### src/hdl/vhc_pkg.sv
// Types, codes and version helpers shared by the version handshake checker.
package vhc_pkg;

  typedef enum logic [3:0] {
    PH_IDLE  = 4'd0,
    PH_PROTO = 4'd1,
    PH_APP   = 4'd2,
    PH_COMB  = 4'd3,
    PH_LEN   = 4'd4,
    PH_NAME  = 4'd5,
    PH_EXTRA = 4'd6,
    PH_DONE  = 4'd7,
    PH_CONN  = 4'd8,
    PH_ERR   = 4'd9
  } phase_t;

  typedef enum logic [1:0] {
    MODE_START  = 2'd0,
    MODE_DATA   = 2'd1,
    MODE_FINISH = 2'd2
  } mode_t;

  localparam int CfgIndexWidth = 3;
  localparam int CfgDataWidth  = 64;

  localparam logic [CfgIndexWidth-1:0] CFG_LOCAL_PROTO = 3'd0;
  localparam logic [CfgIndexWidth-1:0] CFG_OWN_APP     = 3'd1;
  localparam logic [CfgIndexWidth-1:0] CFG_NAME_LEN    = 3'd2;
  localparam logic [CfgIndexWidth-1:0] CFG_NAME_LOW    = 3'd3;
  localparam logic [CfgIndexWidth-1:0] CFG_NAME_HIGH   = 3'd4;

  localparam logic [7:0] PEER_VERSION_RESET = 8'hF0;
  localparam logic [7:0] MIN_START_SIZE     = 8'd3;
  localparam logic [7:0] NAME_OFFSET        = 8'd4;
  localparam int         NameBytes          = 15;

  typedef struct packed {
    logic       accepted;
    phase_t     handshake_state;
    logic       connected;
    logic       connection_changed;
    logic       respond_needed;
    logic [7:0] negotiated_proto;
    logic [7:0] combined_app;
  } result_t;

  // Lower of the two max nibbles, higher of the two min nibbles.
  function automatic logic [7:0] merge_versions(input logic [7:0] a, input logic [7:0] b);
    logic [7:0] r;
    r = a;
    if (r[7:4] > b[7:4]) r[7:4] = b[7:4];
    if (r[3:0] < b[3:0]) r[3:0] = b[3:0];
    return r;
  endfunction

  function automatic logic version_ok(input logic [7:0] v);
    return v[7:4] >= v[3:0];
  endfunction

endpackage

### src/hdl/version_handshake_checker_core.sv
// Version handshake checker: parses a version message one beat at a time.
//
// The input channel (in_valid, in_stall) carries one beat per message byte,
// plus a start beat before the payload and a finish beat after it. Every
// accepted beat produces exactly one result beat on the output channel
// (out_valid, out_stall) reporting the handshake phase, the link flag and
// the negotiated versions after that beat.
// The checker accepts one beat per clock cycle while in_stall is low. The
// result of a beat is registered; the whole step is a single register stage
// of nibble compares and selects.
// Results pass through an output register backed by a one-entry skid
// register, so one further beat is taken while a result waits. in_stall is
// raised only while the skid register is occupied.
// Configuration writes (cfg_valid, cfg_ready) are always taken and must be
// issued only while the checker is idle. Unknown indices are ignored.
// Synchronous reset returns the phase to idle, drops the link, restores the
// configuration defaults and empties both result registers.
module version_handshake_checker_core #(
  parameter int MAX_NAME_LEN = 15
) (
  input  logic                              clk,
  input  logic                              rst,
  input  logic                              cfg_valid,
  output logic                              cfg_ready,
  input  logic [vhc_pkg::CfgIndexWidth-1:0] cfg_index,
  input  logic [vhc_pkg::CfgDataWidth-1:0]  cfg_data,
  input  logic                              in_valid,
  output logic                              in_stall,
  input  logic [1:0]                        mode,
  input  logic [7:0]                        msg_total_size,
  input  logic [7:0]                        data_byte,
  input  logic [7:0]                        byte_offset,
  input  logic                              finish_ok,
  input  logic                              is_request,
  output logic                              out_valid,
  input  logic                              out_stall,
  output logic                              accepted,
  output logic [3:0]                        handshake_state,
  output logic                              connected,
  output logic                              connection_changed,
  output logic                              respond_needed,
  output logic [7:0]                        negotiated_proto,
  output logic [7:0]                        combined_app
);
  import vhc_pkg::*;

  localparam logic [3:0] NameLenMax = 4'(MAX_NAME_LEN);

  logic [7:0]  local_proto_version;
  logic [7:0]  own_app_version;
  logic [3:0]  name_length;
  logic [63:0] name_bytes_low;
  logic [55:0] name_bytes_high;

  phase_t     phase, phase_next;
  logic       link_up, link_up_next;
  logic [7:0] proto_combined, proto_combined_next;
  logic [7:0] peer_version, peer_version_next;
  logic [7:0] app_combined, app_combined_next;
  logic [7:0] length_byte, length_byte_next;

  result_t res_next, out_res, skid_res;
  logic    skid_valid;
  logic    in_fire, out_fire;
  logic    load_from_skid, load_from_in, load_skid;

  logic [7:0] name_table [NameBytes];
  logic [3:0] len_used;
  logic [7:0] name_pos, extra_pos;
  logic       start_ok;

  assign cfg_ready = 1'b1;
  assign in_stall  = skid_valid;
  assign in_fire   = in_valid && !in_stall;
  assign out_fire  = out_valid && !out_stall;

  always_ff @(posedge clk) begin
    if (rst) begin
      local_proto_version <= 8'd17;
      own_app_version     <= 8'd17;
      name_length         <= 4'd0;
      name_bytes_low      <= 64'd0;
      name_bytes_high     <= 56'd0;
    end else if (cfg_valid && cfg_ready) begin
      unique case (cfg_index)
        CFG_LOCAL_PROTO: local_proto_version <= cfg_data[7:0];
        CFG_OWN_APP:     own_app_version     <= cfg_data[7:0];
        CFG_NAME_LEN:    name_length         <= cfg_data[3:0];
        CFG_NAME_LOW:    name_bytes_low      <= cfg_data;
        CFG_NAME_HIGH:   name_bytes_high     <= cfg_data[55:0];
        default: begin
        end
      endcase
    end
  end

  always_comb begin
    for (int i = 0; i < 8; i++) begin
      name_table[i] = name_bytes_low[8*i +: 8];
    end
    for (int i = 8; i < NameBytes; i++) begin
      name_table[i] = name_bytes_high[8*(i-8) +: 8];
    end
  end

  assign len_used  = (name_length > NameLenMax) ? NameLenMax : name_length;
  assign name_pos  = byte_offset - NAME_OFFSET;
  assign extra_pos = byte_offset - NAME_OFFSET - {4'd0, length_byte[7:4]};
  assign start_ok  = msg_total_size >= MIN_START_SIZE;

  // Next state.
  always_comb begin
    phase_next          = phase;
    link_up_next        = link_up;
    proto_combined_next = proto_combined;
    peer_version_next   = peer_version;
    app_combined_next   = app_combined;
    length_byte_next    = length_byte;
    unique case (mode)
      MODE_START: begin
        if (start_ok) phase_next = PH_PROTO;
      end
      MODE_DATA: begin
        unique case (phase)
          PH_PROTO: begin
            proto_combined_next = merge_versions(local_proto_version, data_byte);
            phase_next = version_ok(proto_combined_next) ? PH_APP : PH_ERR;
          end
          PH_APP: begin
            peer_version_next = data_byte;
            phase_next = PH_COMB;
          end
          PH_COMB: begin
            peer_version_next = merge_versions(peer_version, data_byte);
            app_combined_next = merge_versions(own_app_version, peer_version_next);
            phase_next = version_ok(app_combined_next) ? PH_LEN : PH_ERR;
          end
          PH_LEN: begin
            length_byte_next = data_byte;
            phase_next = (len_used == data_byte[7:4]) ? PH_NAME : PH_ERR;
          end
          PH_NAME: begin
            if (name_pos >= {4'd0, len_used} || data_byte != name_table[name_pos[3:0]]) begin
              phase_next = PH_ERR;
            end else if ({1'b0, name_pos} + 9'd1 >= {5'd0, len_used}) begin
              phase_next = (length_byte[3:0] == 4'd0) ? PH_DONE : PH_EXTRA;
            end
          end
          PH_EXTRA: begin
            if ({1'b0, extra_pos} + 9'd1 >= {5'd0, length_byte[3:0]}) phase_next = PH_DONE;
          end
          default: phase_next = PH_ERR;
        endcase
      end
      MODE_FINISH: begin
        if (phase == PH_DONE && finish_ok) begin
          link_up_next = 1'b1;
          phase_next   = PH_CONN;
        end else begin
          link_up_next        = 1'b0;
          proto_combined_next = local_proto_version;
        end
      end
      default: begin
      end
    endcase
  end

  // Result of the current beat.
  always_comb begin
    res_next.accepted           = (mode == MODE_START) && start_ok;
    res_next.handshake_state    = phase_next;
    res_next.connected          = link_up_next;
    res_next.connection_changed = (mode == MODE_FINISH) && (link_up_next != link_up);
    res_next.respond_needed     = (mode == MODE_FINISH) && (phase == PH_DONE) && finish_ok &&
                                  is_request;
    res_next.negotiated_proto   = proto_combined_next;
    res_next.combined_app       = app_combined_next;
  end

  always_ff @(posedge clk) begin
    if (rst) begin
      phase          <= PH_IDLE;
      link_up        <= 1'b0;
      proto_combined <= 8'd17;
      peer_version   <= PEER_VERSION_RESET;
      app_combined   <= 8'd17;
      length_byte    <= 8'd0;
    end else if (in_fire) begin
      phase          <= phase_next;
      link_up        <= link_up_next;
      proto_combined <= proto_combined_next;
      peer_version   <= peer_version_next;
      app_combined   <= app_combined_next;
      length_byte    <= length_byte_next;
    end
  end

  assign load_from_skid = (!out_valid || out_fire) && skid_valid;
  assign load_from_in   = (!out_valid || out_fire) && !skid_valid && in_fire;
  assign load_skid      = out_valid && !out_fire && in_fire;

  always_ff @(posedge clk) begin
    if (rst) begin
      out_valid  <= 1'b0;
      skid_valid <= 1'b0;
    end else begin
      if (load_from_skid || load_from_in) begin
        out_valid <= 1'b1;
      end else if (out_fire) begin
        out_valid <= 1'b0;
      end
      if (load_skid) begin
        skid_valid <= 1'b1;
      end else if (load_from_skid) begin
        skid_valid <= 1'b0;
      end
    end
  end

  always_ff @(posedge clk) begin
    if (load_from_skid) begin
      out_res <= skid_res;
    end else if (load_from_in) begin
      out_res <= res_next;
    end
    if (load_skid) skid_res <= res_next;
  end

  assign accepted           = out_res.accepted;
  assign handshake_state    = out_res.handshake_state;
  assign connected          = out_res.connected;
  assign connection_changed = out_res.connection_changed;
  assign respond_needed     = out_res.respond_needed;
  assign negotiated_proto   = out_res.negotiated_proto;
  assign combined_app       = out_res.combined_app;

`ifndef SYNTHESIS
  a_skid_implies_out: assert property (@(posedge clk) disable iff (rst)
    skid_valid |-> out_valid)
    else $error("skid register occupied while output register is empty");

  a_skid_drains: assert property (@(posedge clk) disable iff (rst)
    (skid_valid && !out_stall) |=> !skid_valid)
    else $error("skid register did not drain when the output was taken");

  a_respond_connected: assert property (@(posedge clk) disable iff (rst)
    (out_valid && respond_needed) |-> (connected && handshake_state == PH_CONN))
    else $error("response flagged without a connected link");

  a_accept_phase: assert property (@(posedge clk) disable iff (rst)
    (out_valid && accepted) |-> (handshake_state == PH_PROTO && !connection_changed))
    else $error("accepted start beat did not open the protocol phase");

  a_link_tracks: assert property (@(posedge clk) disable iff (rst)
    (in_fire && mode == MODE_DATA) |=> $stable(link_up))
    else $error("data beat changed the link flag");
`endif

endmodule

### config.mk
export PLATFORM = sky130hd
export DESIGN_NAME = version_handshake_checker_core
export DESIGN_NICKNAME = d
export VERILOG_FILES = /design/src/hdl/vhc_pkg.sv /design/src/hdl/version_handshake_checker_core.sv
export SDC_FILE = /design/constraint.sdc
export NUM_CORES = 1
export LEC_CHECK = 0
export BUFFER_PORTS_ARGS = -buffer_cell sky130_fd_sc_hd__buf_2
export CELL_PAD_IN_SITES_DETAIL_PLACEMENT = 1
export CELL_PAD_IN_SITES_GLOBAL_PLACEMENT = 2
export CORE_UTILIZATION = 37
export CTS_BUF_LIST = sky130_fd_sc_hd__clkbuf_8
export DETAILED_ROUTE_END_ITERATION = 10
export GPL_ROUTABILITY_DRIVEN = 0
export PLACE_DENSITY = 0.89
export SYNTH_ARGS = -nofsm -noshare
export SYNTH_HDL_FRONTEND = slang
export SYNTH_SLANG_ARGS = --single-unit
### constraint.sdc
create_clock -name clk -period 6.1 [get_ports clk]
set_clock_uncertainty 0.1 [all_clocks]
set_input_delay 0.915 -clock clk [delete_from_list [all_inputs] [get_ports clk]]
set_output_delay 0.915 -clock clk [all_outputs]
set_load 0.01 [all_outputs]
==> run_results.csv, run 1 <==
group,metric,value,unit
power_and_ir_drop,p_leak,5.37,nW
min_path,min_path_cells,2,
synthesis,synth.net_count,1521,
drt,drt-pass1-iter-count,8,
synthesis,synth_cell_types,77,
cts,h-tree-depth,2,
timing,drv_slew,0,
layout,regMostFlops,"name_bytes_low",
drt,vias,10200,
timing,finalSetupTns,0,ns
global_route,grt_pass1_wl,57.2,mm
setup_path,max_stage_delay,0.48,ns
cts,ctsHoldBuffers,0,
drt,drt_iter0_drc,556,
layout,layout_common_cells,"328 x nand2_1, 179 x dfxtp_1, 164 x a21oi_1",
layout,design_area,0.0135,sq mm
synthesis,synth_top_area_share,30.6,%
outcome,status,"finished with violations",
global_route,grt_pass1_vias,10400,
setup_path,path_max_fanout,7,
floorplan,die_w,180,microns
drt,drc_errors,8,
synthesis,synth_top_area_cell,"dfxtp_1",
synthesis,synth_area_per_cell,8.57,sq um
layout,n_fill_cell,3704,
layout,largest_reg_flops,64,
layout,n_antenna_cell,0,
min_path,holdPathEnd,"name_bytes_low[52]$_SDFFE_PP0P_",
cts,cts_buffers,42,
min_path,worstHoldStart,"name_bytes_low[52]$_SDFFE_PP0P_",
placed_design,placed_area,0.0126,sq mm
setup_path,path_buf_inv,3,
timing,rsz0062_at_grt,"no",
synthesis,syn_area,0.0117,sq mm
synthesis,async_reset_ff_share,0,%
layout,drive_gt1_share,16.6,%
floorplan,io_pins,127,
cts,cts_resized,0,
flow_run,cap_violations,0,
min_path,min_path_type,"register to register",
setup_path,crit_slowest_cell,"a2111oi_2",
floorplan,initial_core_util,38.0,%
layout,final_common_cell,"nand2_1",
power_and_ir_drop,powerDensity,258,mW/mm^2
placed_design,dp_hpwl,26.0,mm
setup_path,startpoint,"data_byte[5]",
floorplan,fp.dieH,180,microns
layout,top_regs,"name_bytes_low: 64 flops, name_bytes_high: 56 flops, skid_res: 24 flops",
drt,avgViaCountPerCell,5.40,
setup_path,cp.arrival,5.70,ns
timing,relSlewSlack,33.3,%
setup_path,cp.required,6.37,ns
synthesis,syn_inst,1366,
global_route,grt_start_max_net_pins,93,
power_and_ir_drop,ir_drop,0.000158,V
setup_path,path_cells,"buf_2, inv_1, ha_1, a2111oi_2, nor2_1, mux2_2, inv_1, ha_1, a31oi_1, nand2_1, o2bb2ai_1, mux2i_1, ha_1, nand2b_1, a21o_1, a21o_1, a21oi_1, nor2_1, o221ai_1, o32ai_2, o31ai_1",
synthesis,yosys_warnings,0,
drt,ant_nets,0,
floorplan,dieArea,0.0323,sq mm
setup_path,critical_path_class,"primary input to register",
timing,final_hold_viol_count,0,
setup_path,r2r_start,"peer_version[5]$_SDFFE_PP1P_",
setup_path,r2r_end,"handshake_state[3]$_DFFE_PP_",
setup_path,cp_top_family,"compound AO/OA/AOI/OAI gates",
drt,wire_per_inst,19.1,microns
timing,fmax,184,MHz
floorplan,fp-row-count,64,
setup_path,worstSetupEndpointType,"register",
cts,cts_root_buf,"clkbuf_8",
cts,clkLatencyLatePin,0.56,ns
layout,fin_nets,1626,
global_route,overflow,0,
synthesis,ys_seq_area_share,42.9,%
cts,clock-sinks,227,
global_route,grt.total_usage,22.1,%
floorplan,core,0.0308,sq mm
setup_path,reg2reg_slack,1.01,ns
synthesis,ys_ff_latch,227,
setup_path,path_common_cell,"ha_1",
synthesis,synth_area_leaders,"dfxtp_1 31%, edfxtp_1 12%, nand2_1 11%",
drt,finalWirelength,36.2,mm
timing,finalSetupViolations,0,
placed_design,port-buffer-count,125,
setup_path,ff2ff_path_depth,19,
setup_path,cp-start-kind,"primary input",
cts,post-cts-setup-buffers,0,
timing,worstMarginPinSlew,1.00,ns
cts,clockBufferDepth,3,
timing,fin_crit,5.42,ns
synthesis,synth_enable_flop_cells,48,
layout,syn2layout_area_growth,15.0,%
cts,clkTransAtPathRegs,0.06,ns
timing,period_share,88.9,%
outcome,violations,"design-rule violations",
global_route,antenna_found_initial,0,
synthesis,synth_flop_cell,"dfxtp_1",
cts,cts_tree,"built",
[cell usage after synthesis (13+ instances only)]
cell,count
edfxtp_1,48
nand3_1,14
dfxtp_1,179
mux2_2,19
o21ai_0,30
mux2i_1,55
xnor2_1,15
nor2b_1,14
a21oi_1,165
a211oi_1,17
nand2b_1,13
ha_1,54
inv_1,54
nand2_1,328
nor2_1,85
clkbuf_1,67
[report_power, final]
group          total [mW]  switching (mW)  internal, mW
registers            1.60          0.0229          1.58
clock network        1.47           0.668         0.803
logic               0.403           0.253         0.150
[worst reg2reg max path, cell delays in order (launching register included)]
cell and delay, ns:
dfxtp_1 0.33, ha_1 0.32, a2111oi_2 0.48, nor2_1 0.21
mux2_2 0.33, inv_1 0.07, ha_1 0.25, a31oi_1 0.20
nand2_1 0.11, o2bb2ai_1 0.30, mux2i_1 0.35, ha_1 0.29
nand2b_1 0.14, a21o_1 0.17, a21o_1 0.18, a21oi_1 0.25
nor2_1 0.07, o221ai_1 0.31, o32ai_2 0.18, o31ai_1 0.26
[layer usage]
metal	track usage [%]	wire length (microns)	part of all wire, %	up-vias
li1	-	-	-	4962
met1	28.0	16200	45	4981
met2	38.7	17700	49	223
met3	3.22	1360	3.8	65
met4	6.66	851	2.4	0
met5	0	0	0	-
[through the flow]
stage	power [mW]	setup WS (ns)	util, %	cells	hold slack, ns
2_1_floorplan	1.88	0.751	-	1366	0.331
3_3_place_gp	2.02	0.443	41.0	1823	0.339
3_5_place_dp	2.04	0.206	41.0	1823	0.347
4_1_cts	3.51	0.755	43.7	1896	0.355
5_1_grt	3.63	0.441	43.7	1896	0.370
6_report	3.47	0.675	43.7	1896	0.353
[cell families (layout without fill, tap and decap cells)]
group / count (synthesis) / count (layout) / share of synthesized area [%]
compound gates: 317 / 317 / 16.7
xor+xnor: 25 / 25 / 1.87
fa+ha+maj: 55 / 55 / 5.95
buf+inv: 137 / 271 / 4.82
flops: 227 / 227 / 42.9
mux: 85 / 85 / 8.59
other cells: 1 / 1 / 0.0320
simple gates: 519 / 519 / 19.1
[layout make-up]
type / instances / area, sq um / share of cell area [%]
well taps: 396 / 495 / 3.68
multi-input cells: 1002 / 6130 / 45.5
flip-flops and latches: 227 / 5020 / 37.3
clock inverters: 22 / 134 / 0.995
clock buffers: 51 / 702 / 5.21
repair buffers: 141 / 761 / 5.65
inverters: 57 / 214 / 1.59
[worst max-delay path by stage]
| stage | end | depth (start not counted) |
|---|---|---|
| final | handshake_state[3]$_DFFE_PP_ | 21 |
| after global routing | handshake_state[3]$_DFFE_PP_ | 21 |
| after CTS | handshake_state[3]$_DFFE_PP_ | 21 |
| after detailed placement | handshake_state[3]$_DFFE_PP_ | 21 |
| after global placement | handshake_state[3]$_DFFE_PP_ | 21 |
| after floorplan | handshake_state[3]$_DFFE_PP_ | 21 |
Power figures use the tool's default switching activity.
==> run 2, diff against run 1 <==
- ABC_AREA: default -> 1
- CORE_UTILIZATION: 37 -> 35
==> run_results.csv, run 2 <==
group,metric,value,unit
outcome,status,"completed",
synthesis,ys_top_cells_by_count,"300 x nand2_1, 231 x inv_1, 211 x o21ai_0",
synthesis,synth_area_per_cell,7.26,sq um
power_and_ir_drop,swShare,29.6,%
setup_path,ff2ff_path_depth,24,
layout,largest_reg_flops,64,
synthesis,synth.net_count,1828,
cts,cts_buffers,43,
synthesis,syn_area,0.0121,sq mm
timing,finalSetupViolations,0,
timing,whs,0.344,ns
placed_design,dp_hpwl,28.7,mm
setup_path,worstSetupEndpointType,"register",
cts,cts_root_buf,"clkbuf_8",
floorplan,core,0.0339,sq mm
setup_path,path_buf_inv,4,
global_route,grt.total_usage,22.4,%
power_and_ir_drop,p_leak,6.17,nW
global_route,antenna_found_initial,4,
drt,finalWirelength,39.5,mm
min_path,min_path_cells,2,
cts,post-cts-setup-buffers,0,
drt,avgViaCountPerCell,5.17,
setup_path,cp.arrival,4.56,ns
power_and_ir_drop,power.share.clock,39.8,%
floorplan,die_w,188,microns
timing,final_hold_viol_count,0,
synthesis,ys_ff_latch,227,
drt,drt_iter0_drc,690,
placed_design,port-buffer-count,125,
setup_path,cp-start-kind,"primary input",
drt,ant_nets,0,
drt,wire_per_inst,17.6,microns
global_route,grt_start_max_net_pins,106,
timing,fin_crit,4.37,ns
flow_run,cap_violations,0,
synthesis,synth_top_area_share,29.5,%
cts,clockBufferDepth,3,
synthesis,synth_top_area_cell,"dfxtp_1",
setup_path,crit_slowest_cell,"o21ai_0",
floorplan,fp-row-count,67,
timing,worstMarginPinSlew,1.04,ns
layout,final_common_cell,"nand2_1",
synthesis,syn_inst,1673,
synthesis,synth_flop_cell,"dfxtp_1",
layout,fin_nets,1923,
synthesis,synth_area_leaders,"dfxtp_1 30%, edfxtp_1 12%, nand2_1 9.3%",
drt,vias,11600,
synthesis,ys_seq_area_share,41.4,%
timing,fmax,229,MHz
min_path,min_path_type,"register to register",
floorplan,fp.dieH,188,microns
timing,drv_slew,0,
setup_path,cp.required,6.29,ns
cts,ctsHoldBuffers,0,
power_and_ir_drop,p_sw,1.08,mW
cts,clkTransAtPathRegs,0.06,ns
cts,h-tree-depth,2,
power_and_ir_drop,comb_power_share,15.3,%
min_path,worstHoldStart,"name_bytes_low[55]$_SDFFE_PP0P_",
power_and_ir_drop,power,3.65,mW
setup_path,r2r_end,"handshake_state[3]$_DFFE_PP_",
setup_path,cp_top_family,"compound AO/OA/AOI/OAI gates",
setup_path,reg2reg_slack,2.06,ns
global_route,grt_pass1_wl,63.1,mm
setup_path,critical_path_class,"primary input to register",
drt,drc_errors,0,
cts,clkLatencyLatePin,0.59,ns
timing,relSlewSlack,30.6,%
synthesis,synth_cell_types,52,
setup_path,worst-path-stages,26,
setup_path,path_max_fanout,8,
synthesis,async_reset_ff_share,0,%
timing,period_share,71.6,%
power_and_ir_drop,powerDensity,263,mW/mm^2
layout,drive_gt1_share,12.7,%
floorplan,initial_core_util,35.8,%
min_path,holdPathEnd,"name_bytes_low[55]$_SDFFE_PP0P_",
layout,design_area,0.0138,sq mm
synthesis,yosys_warnings,0,
global_route,overflow,0,
placed_design,placed_area,0.0130,sq mm
cts,clock-sinks,227,
floorplan,io_pins,127,
timing,rsz0062_at_grt,"no",
cts,cts_tree,"built",
setup_path,r2r_start,"peer_version[7]$_SDFFE_PP1P_",
layout,regMostFlops,"name_bytes_low",
power_and_ir_drop,seqPwrFrac,44.8,%
synthesis,synth_enable_flop_cells,48,
global_route,grt_pass1_vias,11800,
synthesis,synth.most_common_cell,"nand2_1",
layout,layout_common_cells,"300 x nand2_1, 252 x inv_1, 211 x o21ai_0",
power_and_ir_drop,internal_power,2.57,mW
cts,cts_resized,0,
floorplan,dieArea,0.0354,sq mm
timing,finalSetupTns,0,ns
layout,syn2layout_area_growth,14.1,%
layout,top_regs,"name_bytes_low: 64 flops, name_bytes_high: 56 flops, skid_res: 24 flops",
setup_path,path_common_cell,"nand2_1",
power_and_ir_drop,ir_drop,0.000117,V
drt,drt-pass1-iter-count,5,
setup_path,max_stage_delay,0.34,ns
[run 2: cell types whose count changed in the layout (fill, tap and decap cells not counted), sizes merged, moves of 13 or more]
cell	previous run	this run
nand4	4	17
mux2i	55	0
a211oi	17	4
nor2	85	118
nand3	14	139
mux2	20	0
nand2b	13	0
nor2b	14	0
nand2	328	306
o21ai	36	234
inv	68	256
[run 2: how the worst max path moves through the flow]
stage | from | end | slack [ns]
after floorplan | data_byte[7] | handshake_state[3]$_DFFE_PP_ | 1.93
after global placement | byte_offset[2] | handshake_state[0]$_DFFE_PP_ | 1.42
after detailed placement | data_byte[7] | handshake_state[3]$_DFFE_PP_ | 1.21
after CTS | data_byte[7] | handshake_state[3]$_DFFE_PP_ | 1.79
after global routing | data_byte[7] | handshake_state[3]$_DFFE_PP_ | 1.30
final | data_byte[6] | handshake_state[3]$_DFFE_PP_ | 1.73
[run 2: area by class of cell]
| type | count | area, sq um |
|---|---|---|
| sequential | 227 | 5020 |
| tap | 448 | 561 |
| clock inverter | 28 | 155 |
| clock buffer | 49 | 674 |
| fill | 4373 | 20000 |
| timing repair buffer | 138 | 723 |
| antenna | 2 | 5.00 |
| multi-input combinational | 1123 | 5820 |
| inverter | 235 | 887 |
[run 2: cells by family after synthesis]
group                    Yosys count  synth area share (%)
AND/OR/NAND/NOR                  603                  21.3
AO/OA/AOI/OAI                    454                  19.9
buffers and inverters            323                  10.9
flip-flops                       227                  41.4
adder cells (fa/ha/maj)           55                  5.73
XOR/XNOR                          10                 0.722
other                              1                0.0309
[run 2: metrics by stage]
step	std cells	setup WS [ns]	util, %
final	2250	1.73	40.9
after global routing	2249	1.30	40.9
after CTS	2248	1.79	40.9
after detailed placement	2171	1.21	38.4
after global placement	2171	1.42	38.4
after floorplan	1673	1.93	-
[run 2: worst register-to-register path: cells and delay by family (launching register included)]
kind	cells	cell delay [ns]
AOI/OAI and AO/OA	7	1.24
and+or+nand+nor	12	1.09
adders and majority gates	3	0.91
DFF	1	0.34
buffers and inverters	2	0.13
[run 2: metal layers]
layer / share of wire, % / track usage [%] / routed length (microns)
met3: 5.1 / 4.71 / 2010
met5: 0.066 / 0 / 26
met1: 48 / 30.8 / 19000
met2: 44 / 35.0 / 17500
met4: 2.4 / 6.91 / 963
[run 2: power by group through the flow]
stage / clock network [mW] / registers (mW) / logic, mW
6_report: 1.45 / 1.63 / 0.559
5_1_grt: 1.57 / 1.64 / 0.631
4_1_cts: 1.50 / 1.63 / 0.559
3_5_place_dp: 0 / 1.67 / 0.556
3_3_place_gp: 0 / 1.66 / 0.537
2_1_floorplan: 0 / 1.66 / 0.363
